## src/min_priority_queue_unit_assert.svh

```systemverilog
// assertion macros for the min priority queue unit
`ifndef MIN_PRIORITY_QUEUE_UNIT_ASSERT_SVH
`define MIN_PRIORITY_QUEUE_UNIT_ASSERT_SVH

// pre implies post in the same cycle
`define MPQ_ASSERT_NOW(label, clk, rst, pre, post, msg) \
  label: assert property (@(posedge clk) disable iff (rst) (pre) |-> (post)) \
    else $error(msg);

// pre implies post in the following cycle
`define MPQ_ASSERT_NEXT(label, clk, rst, pre, post, msg) \
  label: assert property (@(posedge clk) disable iff (rst) (pre) |=> (post)) \
    else $error(msg);

`endif

```

## src/mpq_pkg.sv

```systemverilog
// package with types and constants of the min priority queue unit
package mpq_pkg;

  localparam int KEY_W        = 32;
  localparam int TAG_W        = 16;
  localparam int STATUS_W     = 2;
  localparam int CAPACITY_DEF = 16;

  localparam logic OP_INSERT = 1'b0;
  localparam logic OP_REMOVE = 1'b1;

  localparam logic [STATUS_W-1:0] ST_INSERTED = 2'd0;
  localparam logic [STATUS_W-1:0] ST_REMOVED  = 2'd1;
  localparam logic [STATUS_W-1:0] ST_EMPTY    = 2'd2;
  localparam logic [STATUS_W-1:0] ST_FULL     = 2'd3;

  typedef struct packed {
    logic                    opcode;
    logic signed [KEY_W-1:0] item_key;
    logic [TAG_W-1:0]        item_tag;
  } req_t;

  typedef struct packed {
    logic signed [KEY_W-1:0] out_key;
    logic [TAG_W-1:0]        out_tag;
    logic [STATUS_W-1:0]     status;
  } rsp_t;

  typedef struct packed {
    logic signed [KEY_W-1:0] key;
    logic [TAG_W-1:0]        tag;
  } entry_t;

  typedef struct packed {
    logic valid;
    rsp_t word;
  } res_t;

  typedef enum logic [2:0] {
    S_IDLE,
    S_INS_RD,
    S_INS_CMP,
    S_REM_RD,
    S_REM_WR,
    S_DONE
  } state_t;

endpackage

```

## src/mpq_ram.sv

```systemverilog
// generic single write, single read ram with registered read data
module mpq_ram #(
  parameter int WIDTH = 48,
  parameter int DEPTH = 16
) (
  input  logic                     clk,
  input  logic                     we,
  input  logic [$clog2(DEPTH)-1:0] waddr,
  input  logic [WIDTH-1:0]         wdata,
  input  logic [$clog2(DEPTH)-1:0] raddr,
  output logic [WIDTH-1:0]         rdata
);

  logic [WIDTH-1:0] mem [DEPTH];

  always_ff @(posedge clk) begin
    if (we) begin
      mem[waddr] <= wdata;
    end
    rdata <= mem[raddr];
  end

endmodule

```

## src/mpq_core.sv

```systemverilog
// sequencer and single compare unit that keep the ram sorted by key
`include "min_priority_queue_unit_assert.svh"

module mpq_core import mpq_pkg::*; #(
  parameter int CAPACITY = CAPACITY_DEF
) (
  input  logic clk,
  input  logic rst,
  input  logic req_valid,
  output logic req_stall,
  input  req_t req,
  output res_t res,
  input  logic res_take
);

  localparam int AW = $clog2(CAPACITY);
  localparam int CW = $clog2(CAPACITY + 1);
  localparam int EW = $bits(entry_t);

  state_t               state, state_next;
  logic [CW-1:0]        count, count_next;
  logic [CW-1:0]        idx, idx_next;
  logic signed [KEY_W-1:0] cur_key, cur_key_next;
  logic [TAG_W-1:0]     cur_tag, cur_tag_next;
  logic signed [KEY_W-1:0] res_key, res_key_next;
  logic [TAG_W-1:0]     res_tag, res_tag_next;
  logic [STATUS_W-1:0]  res_status, res_status_next;

  logic                 we;
  logic [AW-1:0]        waddr, raddr;
  entry_t               wdata, rdata;
  logic [EW-1:0]        rdata_raw;
  logic [CW-1:0]        idx_dec, idx_inc;
  logic                 accept, is_full, is_empty, shift_up, last_rem;

  mpq_ram #(.WIDTH(EW), .DEPTH(CAPACITY)) u_ram (
    .clk   (clk),
    .we    (we),
    .waddr (waddr),
    .wdata (wdata),
    .raddr (raddr),
    .rdata (rdata_raw)
  );

  assign rdata    = entry_t'(rdata_raw);
  assign idx_dec  = idx - CW'(1);
  assign idx_inc  = idx + CW'(1);
  assign accept   = (state == S_IDLE) && req_valid;
  assign is_full  = (count == CW'(CAPACITY));
  assign is_empty = (count == '0);
  assign shift_up = (rdata.key >= cur_key);
  assign last_rem = (idx_inc == count);

  always_comb begin
    state_next = state;
    unique case (state)
      S_IDLE: begin
        if (req_valid) begin
          if (req.opcode == OP_INSERT) begin
            state_next = is_full ? S_DONE : S_INS_RD;
          end else begin
            state_next = is_empty ? S_DONE : S_REM_RD;
          end
        end
      end
      S_INS_RD:  state_next = (idx == '0) ? S_DONE : S_INS_CMP;
      S_INS_CMP: state_next = shift_up ? S_INS_RD : S_DONE;
      S_REM_RD:  state_next = S_REM_WR;
      S_REM_WR:  state_next = last_rem ? S_DONE : S_REM_RD;
      S_DONE:    state_next = res_take ? S_IDLE : S_DONE;
      default:   state_next = S_IDLE;
    endcase
  end

  always_comb begin
    count_next      = count;
    idx_next        = idx;
    cur_key_next    = cur_key;
    cur_tag_next    = cur_tag;
    res_key_next    = res_key;
    res_tag_next    = res_tag;
    res_status_next = res_status;
    we              = 1'b0;
    waddr           = idx[AW-1:0];
    wdata           = '{key: cur_key, tag: cur_tag};
    raddr           = idx[AW-1:0];
    unique case (state)
      S_IDLE: begin
        if (accept) begin
          cur_key_next = req.item_key;
          cur_tag_next = req.item_tag;
          res_key_next = '0;
          res_tag_next = '0;
          if (req.opcode == OP_INSERT) begin
            idx_next        = count;
            res_status_next = is_full ? ST_FULL : ST_INSERTED;
          end else begin
            idx_next        = '0;
            res_status_next = is_empty ? ST_EMPTY : ST_REMOVED;
          end
        end
      end
      S_INS_RD: begin
        raddr = idx_dec[AW-1:0];
        if (idx == '0) begin
          we         = 1'b1;
          count_next = count + CW'(1);
        end
      end
      S_INS_CMP: begin
        we = 1'b1;
        if (shift_up) begin
          wdata    = rdata;
          idx_next = idx_dec;
        end else begin
          count_next = count + CW'(1);
        end
      end
      S_REM_RD: begin
      end
      S_REM_WR: begin
        if (idx == '0) begin
          res_key_next = rdata.key;
          res_tag_next = rdata.tag;
        end else begin
          we    = 1'b1;
          waddr = idx_dec[AW-1:0];
          wdata = rdata;
        end
        idx_next = idx_inc;
        if (last_rem) begin
          count_next = count - CW'(1);
        end
      end
      S_DONE: begin
      end
      default: begin
      end
    endcase
  end

  always_ff @(posedge clk) begin
    if (rst) begin
      state <= S_IDLE;
      count <= '0;
    end else begin
      state <= state_next;
      count <= count_next;
    end
    idx        <= idx_next;
    cur_key    <= cur_key_next;
    cur_tag    <= cur_tag_next;
    res_key    <= res_key_next;
    res_tag    <= res_tag_next;
    res_status <= res_status_next;
  end

  assign req_stall      = (state != S_IDLE);
  assign res.valid      = (state == S_DONE);
  assign res.word       = '{out_key: res_key, out_tag: res_tag, status: res_status};

  `MPQ_ASSERT_NOW(a_count_bound, clk, rst, 1'b1, count <= CW'(CAPACITY), "count past capacity")
  `MPQ_ASSERT_NEXT(a_empty_remove, clk, rst,
    accept && req.opcode == OP_REMOVE && is_empty,
    state == S_DONE && res_status == ST_EMPTY, "empty remove not reported")
  `MPQ_ASSERT_NOW(a_shift_index, clk, rst, state == S_INS_CMP,
    idx != '0 && idx <= count, "insert shift index out of range")
  `MPQ_ASSERT_NOW(a_no_idle_write, clk, rst, state == S_IDLE || state == S_DONE,
    !we, "ram written outside a sequence")

endmodule

```

## src/min_priority_queue_unit.sv

```systemverilog
// top level of the min priority queue unit with output register
//
// channel  direction  word   handshake
// req      in         req_t  req_valid / req_stall
// rsp      out        rsp_t  rsp_valid / rsp_stall
//
// ram steps of each operation, from accept until the result is taken
// insert: read and compare down to the first lower key, shift up those at or above, then write the new key
// remove: head read as the result; one ram read and write per entry moved down
// full insert and empty remove: no ram access, the status is reported directly
// rst clears the entry count; ram contents are not cleared
// the output register holds one result, so one more word is taken while rsp_stall holds

module min_priority_queue_unit import mpq_pkg::*; #(
  parameter int CAPACITY = CAPACITY_DEF
) (
  input  logic clk,
  input  logic rst,
  input  logic req_valid,
  output logic req_stall,
  input  req_t req,
  output logic rsp_valid,
  input  logic rsp_stall,
  output rsp_t rsp
);

  res_t res;
  logic res_take;
  logic rsp_valid_next;

  mpq_core #(.CAPACITY(CAPACITY)) u_core (
    .clk       (clk),
    .rst       (rst),
    .req_valid (req_valid),
    .req_stall (req_stall),
    .req       (req),
    .res       (res),
    .res_take  (res_take)
  );

  assign res_take       = !rsp_valid || !rsp_stall;
  assign rsp_valid_next = (rsp_valid && rsp_stall) || res.valid;

  always_ff @(posedge clk) begin
    if (rst) begin
      rsp_valid <= 1'b0;
    end else begin
      rsp_valid <= rsp_valid_next;
    end
    if (res.valid && res_take) begin
      rsp <= res.word;
    end
  end

endmodule
```

## config.mk

```make
export PLATFORM = sky130hd
export DESIGN_NAME = min_priority_queue_unit
export DESIGN_NICKNAME = d
export VERILOG_FILES = /design/src/mpq_pkg.sv /design/src/mpq_ram.sv /design/src/mpq_core.sv /design/src/min_priority_queue_unit.sv
export VERILOG_INCLUDE_DIRS = /design/src /design/src/src
export SDC_FILE = /design/constraint.sdc
export NUM_CORES = 1
export LEC_CHECK = 0
export ABC_AREA = 1
export BUFFER_PORTS_ARGS = -buffer_cell sky130_fd_sc_hd__buf_2
export CAP_MARGIN = 20
export CORE_UTILIZATION = 30
export CTS_BUF_LIST = sky130_fd_sc_hd__clkbuf_4 sky130_fd_sc_hd__clkbuf_8
export DETAILED_ROUTE_END_ITERATION = 12
export PLACE_DENSITY = 0.48
export REMOVE_ABC_BUFFERS = 1
export SLEW_MARGIN = 20
export SYNTH_ARGS = -nofsm -noshare
export SYNTH_HDL_FRONTEND = slang
export SYNTH_SLANG_ARGS = --single-unit
export TNS_END_PERCENT = 100
```

## constraint.sdc

```tcl
create_clock -name clk -period 8.4 [get_ports clk]
set_input_delay 1.68 -clock clk [delete_from_list [all_inputs] [get_ports clk]]
set_output_delay 1.68 -clock clk [all_outputs]
set_load 0.02 [all_outputs]
```

# After elaboration in Yosys (flattened, before gate mapping)
# Memories as Yosys holds them, arrays and structs flattened. A register that Yosys moved wholly into a read port is not among the register bits.
# Cells that the tools add are included.
# totals
ff_bits	162
mem_count	1
mem_bits_rw	768
wordCells	87
# op_classes
addsub	4
n_reduce_logical	18
order_cmp	1
n_eq_ne	14
muxes	37
# mem_list
memory	words	width	read_ports	rd_ports_with_merged_regs	wr	line	source
u_core.u_ram.mem	16	48	1	1	1	mpq_ram.sv:14	logic [WIDTH-1:0] mem [DEPTH];
# ops
cell	n
two-way mux 48 bit	2
one-hot mux 48 bit (2 select lines)	1
two-way mux 32 bit	2
one-hot mux 32 bit (2 select lines)	1
>= comparator 32 bit	1
two-way mux 16 bit	2
one-hot mux 16 bit (2 select lines)	1
two-way mux 5 bit	6
one-hot mux 5 bit (3 select lines)	2
two-way mux 3 bit	8
one-hot mux 3 bit (6 select lines)	1
two-way mux 4 bit	3
adder 5 x 1 -> 5 bit (second input constant)	2
zero test 5 bit	2
inequality test 2 x 1 -> 1 bit (second input constant)	5
subtractor 5 x 1 -> 5 bit (second input constant)	2
nonzero test 3 bit	3
== test 3 x 2 -> 1 bit (second input constant)	2
== test 3 bit (second input constant)	2
two-way mux 2 bit	3
AND reduction 3 bit	2
== test 5 bit	1
== test 5 bit (second input constant)	1
two-way mux 1 bit	4
other kinds (10)	15

# Depth between registers and ports, before layout
# logic_depth
depth_word	5
mapped_depth	20
depth_no_buf	20

# Cells and area by module
# From an unflattened synthesis, not the netlist that was laid out.
# unflattened
cells_unflattened	3933
hier_area_um2	41822.6
# modules_own_cells
mod	area_each_um2	n_inst	cells_per_inst	seq_area_each_um2
mpq_ram	33988.8	1	3165	24023.0
mpq_core	6288.5	1	713	3253.1
min_priority_queue_unit	1545.2	1	55	1521.5

# Least setup slack after synthesis
# OpenSTA, ideal clock, no wires.
# synth_timing
path_type	input-to-reg
from	in req_valid
to	reg u_core.res_key[0], enable pin
arrival_time_ps	5118
slack_ps	2762
required_time_ps	7880
setup_ps	520
path_stages	2
cell_sequence	inv_1 o21ai_0
# synth_between
elab_chain_len	3
# synth_lines
item	line	source
start: declaration	min_priority_queue_unit.sv:19	input logic req_valid,
logical AND 1 bit	mpq_core.sv:48	assign accept = (state == S_IDLE) && req_valid;
inequality test 2 x 1 -> 1 bit (no line)	-	
AND reduction 3 bit (no line)	-	
end signal: assignment	mpq_core.sv:153	res_key <= res_key_next;
end: declaration	mpq_core.sv:25	logic signed [KEY_W-1:0] res_key, res_key_next;
# Every way passes these cells.
# A chain may end at the register's enable or synchronous reset.

# Final worst setup path
# layout_timing
from	reg u_core.cur_key[31]
to	mem u_core.u_ram.mem[14][35] (data pin)
# layout_between
elab_chain_len	3
# layout_lines
item	line	source
start: declaration	mpq_core.sv:23	logic signed [KEY_W-1:0] cur_key, cur_key_next;
start signal: assignment	mpq_core.sv:151	cur_key <= cur_key_next;
>= comparator 32 bit	mpq_core.sv:51	assign shift_up = (rdata.key >= cur_key);
two-way mux 48 bit	mpq_core.sv:112	if (shift_up) begin
one-hot mux 48 bit (2 select lines)	mpq_core.sv:87	unique case (state)
net u_core.u_ram.wdata[35]	mpq_ram.sv:9	input logic [WIDTH-1:0] wdata,
end: declaration	mpq_ram.sv:14	
# The timed path passes the listed nets, and every way through them passes these cells.

==> out/metrics.cfg <==
[status]
status = complete, no violations

[floorplan]
die_w_um = 361
die-area_um2 = 130000
die_h_um = 361
start_util = 0.303
core-area_um2 = 128000
ioPinCount = 105
num_rows = 131

[power]
comb_power_share = 0.375
finalPower_mw = 18.6
sw_frac_of_total = 0.409
internal-power_mw = 11.0
p_seq_frac = 0.384
power.switching_mw = 7.59
p_clk_frac = 0.241
p_leak_nw = 15.0
power_density_nw_per_um2 = 417
ir_drop_mv = 0.399

[clocking]
htree_levels = 4
root_buffer = clkbuf_8
tritoncts = built
path_clk_slew_ns = 0.06
cts_resized = 0
cts_setup_buffers = 0
hold_buffers = 0
cts_buffer_depth = 3
clkLatencyLatePin_ns = 0.86
cts_num_sinks = 978
cts_inserted_buffers = 171

[setup_path]
worst-path-stages = 15
required_ns = 8.71
startpoint_type = flip-flop
cp_max_fo = 34
max_stage_delay_ns = 0.62
reg2reg_depth = 15
cpMostUsedCell = nand2_1
crit_path_start = u_core.cur_key[31]
slowest_stage = nand4_1
cp-end-kind = flip-flop
worst-setup-path-type = reg -> reg
r2r-end = u_core.u_ram.mem[14][35]
critPathArrivalTime_ns = 5.09
reg2reg_slack_ns = 3.62
path_buf_inv = 3
cp_top_family = simple AND/OR/NAND/NOR gates
r2r-start = u_core.cur_key[31]
path_cells = inv_1 -> ha_1 -> nand2_1 -> nor2_1 -> nand4_1 -> nor3b_1 -> nand2_1 -> nand2_1 -> nand2_1 -> nand3_4 -> buf_4 -> nor2_4 -> buf_4 -> nand2_1 -> nand4_1

[global_routing]
grt_max_degree = 207
antenna_found_initial = 5
grt_overflow_total = 0
first_global_vias = 24373
grt_pass1_wl_um = 165000
grtUsageTotal = 0.172

[placed_design]
dp_hpwl_um = 57700
io_buffers = 104
place_inst = 4552
gp_congestion = 0.763

[route]
post_drt_wl_per_cell_um = 23.2
routed_wl_um = 113000
drt_iter0_drc = 2257
via_count = 24678
drcViolationCount = 0
via_per_inst = 5.07
ant_nets = 0
firstDrtPassIters = 6

[sta]
skew_ns = 0.0444
rsz0062_at_grt = false
tns_ns = 0
slew_viol_final = 0
timing_hold_violations_final = 0
fmax_mhz = 209
tightest_slew_ns = 1.13
period_needed_ns = 4.78
max_slew_margin = 0.248
timing.final.crit_share = 0.569
setup_violations = 0

[worst_hold_path]
hold_class = reg -> reg
min_path_cells = 0
hold_start = u_core.res_tag[6]
hold_path_end = rsp[8]

[synth]
synth_area_um2 = 38700
synth_cell_types = 37
synth-seq-cells = 978
synth.avg_cell_area_um2 = 13.2
ys_seq_area_frac = 0.744
netlist_instances = 2938
yosysWarnings = 0

[final_layout]
utilization = 0.348
finalNetCount = 3156
nFillCells = 12571
area_growth_pct = 15.1
drive_gt1_frac = 0.151
stdcell_count = 4870

[flow_run]
cap_violations = 0

logic make-up (layout without fill, tap and decap cells):
| family | after synthesis | in the layout | synth area share |
|---|---|---|---|
| adders and majority gates | 39 | 39 | 0.0128 |
| and+or+nand+nor | 826 | 826 | 0.0880 |
| buffers and inverters | 325 | 594 | 0.0345 |
| other | 0 | 1 | 0 |
| AOI/OAI and AO/OA | 755 | 755 | 0.117 |
| xor gates and xnor gates | 15 | 15 | 0.00339 |
| DFF | 978 | 978 | 0.744 |
worst register-to-register path: cells and delay by family (launching register included):
kind	cells	cell delay, ns
buffers and inverters	3	0.94
flip-flops	1	0.40
adder cells (fa/ha/maj)	1	0.41
AND/OR/NAND/NOR	11	2.49
cell usage in the layout, fill, tap and decap left out, types with 3 or more instances in the layout:
cell,count
bufinv_16,3
clkinv_8,4
inv_2,4
inv_8,3
buf_4,37
buf_2,104
o22ai_1,57
xnor2_1,3
o21ai_0,415
nand3_1,113
clkinvlp_4,4
o211ai_1,53
inv_1,125
ha_1,38
clkinv_1,22
clkinv_2,16
xor2_1,12
edfxtp_1,921
o21ai_1,16
nor2_1,457
o221ai_1,143
clkbuf_8,184
o21a_1,3
clkbuf_4,81
nand2_1,185
nor2_4,21
a21oi_1,60
o21ai_4,4
nand4_1,37
dfxtp_1,57
cell type report:
| cell class | instances | area (µm²) | share of cell area |
|---|---|---|---|
| tap | 1662 | 2080 | 0.0467 |
| multi-input combinational | 1635 | 8780 | 0.197 |
| sequential | 978 | 28800 | 0.646 |
| clock buffer | 264 | 3130 | 0.0703 |
| inverter | 134 | 529 | 0.0119 |
| antenna | 1 | 2.50 | 0.0000562 |
| clock inverter | 52 | 375 | 0.00843 |
| timing repair buffer | 144 | 846 | 0.0190 |
cells in the mapped netlist:
master	n	area share
edfxtp_1	921	0.71
nor2_1	475	0.046
o21ai_0	416	0.054
nand2_1	185	0.018
o221ai_1	143	0.032
inv_1	126	0.012
nand3_1	114	0.015
clkbuf_1	94	0.0091
buf_2	76	0.0098
a21oi_1	60	0.0078
dfxtp_1	57	0.029
o22ai_1	57	0.0092
o211ai_1	53	0.010
ha_1	38	0.012
nand4_1	37	0.0060
o21ai_1	18	0.0023
buf_1	14	0.0014
xor2_1	12	0.0027
inv_2	8	0.00078
buf_4	5	0.00097
nand2_2	3	0.00048
o21a_1	3	0.00058
o21ai_2	3	0.00068
xnor2_1	3	0.00068
clkbuf_2	2	0.00026
nor2_2	2	0.00032
nor2_4	2	0.00058
nor3_1	2	0.00026
a211oi_1	1	0.00019
a21o_1	1	0.00019
fa_1	1	0.00052
nand3_2	1	0.00026
nand3_4	1	0.00045
nor3_4	1	0.00042
nor3b_1	1	0.00019
or2_1	1	0.00016
or2_2	1	0.00016
flip-flops by register name, summed over array words and instances (netlist names):
| register | count |
|---|---|
| u_core.res_status | 2 |
| rsp | 50 |
| u_core.res_tag | 16 |
| u_core.cur_tag | 16 |
| u_core.u_ram.rdata | 48 |
| u_core.idx | 5 |
| rsp_valid | 1 |
| u_core.u_ram.mem | 768 |
| u_core.cur_key | 32 |
| u_core.res_key | 32 |
| u_core.count | 5 |
| u_core.state | 3 |
how the worst max path moves through the flow:
stage               slack, ns                  endpoint
finish                   3.62  u_core.u_ram.mem[14][35]
global route             3.24  u_core.u_ram.mem[13][35]
CTS                      3.52  u_core.u_ram.mem[10][35]
detailed placement       3.58   u_core.u_ram.mem[7][35]
global placement         3.64   u_core.u_ram.mem[8][27]
floorplan               -0.13    u_core.u_ram.rdata[25]
layer usage:
metal | GRT usage | vias up | wire [µm]
met5 | 0 | - | 11
met4 | 0.0632 | 2 | 3330
met1 | 0.236 | 12393 | 50900
li1 | - | 11234 | -
met3 | 0.0343 | 209 | 7000
met2 | 0.267 | 840 | 51900
through the flow:
step | area [µm²] | hold WS, ns | setup slack (ns)
floorplan | 37900 | 0.400 | -0.128
global placement | 41000 | 0.400 | 3.64
detailed placement | 41000 | 0.405 | 3.58
CTS | 44500 | 0.415 | 3.52
global route | 44500 | 0.423 | 3.24
finish | 44500 | 0.414 | 3.62
power groups by stage:
stage | Clock [mW] | Sequential (mW) | Combinational, mW
6_report | 4.48 | 7.13 | 6.96
4_1_cts | 4.59 | 7.13 | 7.03
5_1_grt | 4.79 | 7.19 | 7.70
3_5_place_dp | 0 | 7.22 | 7.00
3_3_place_gp | 0 | 7.23 | 7.00
2_1_floorplan | 0 | 7.14 | 4.33
Power figures use the tool's default switching activity.
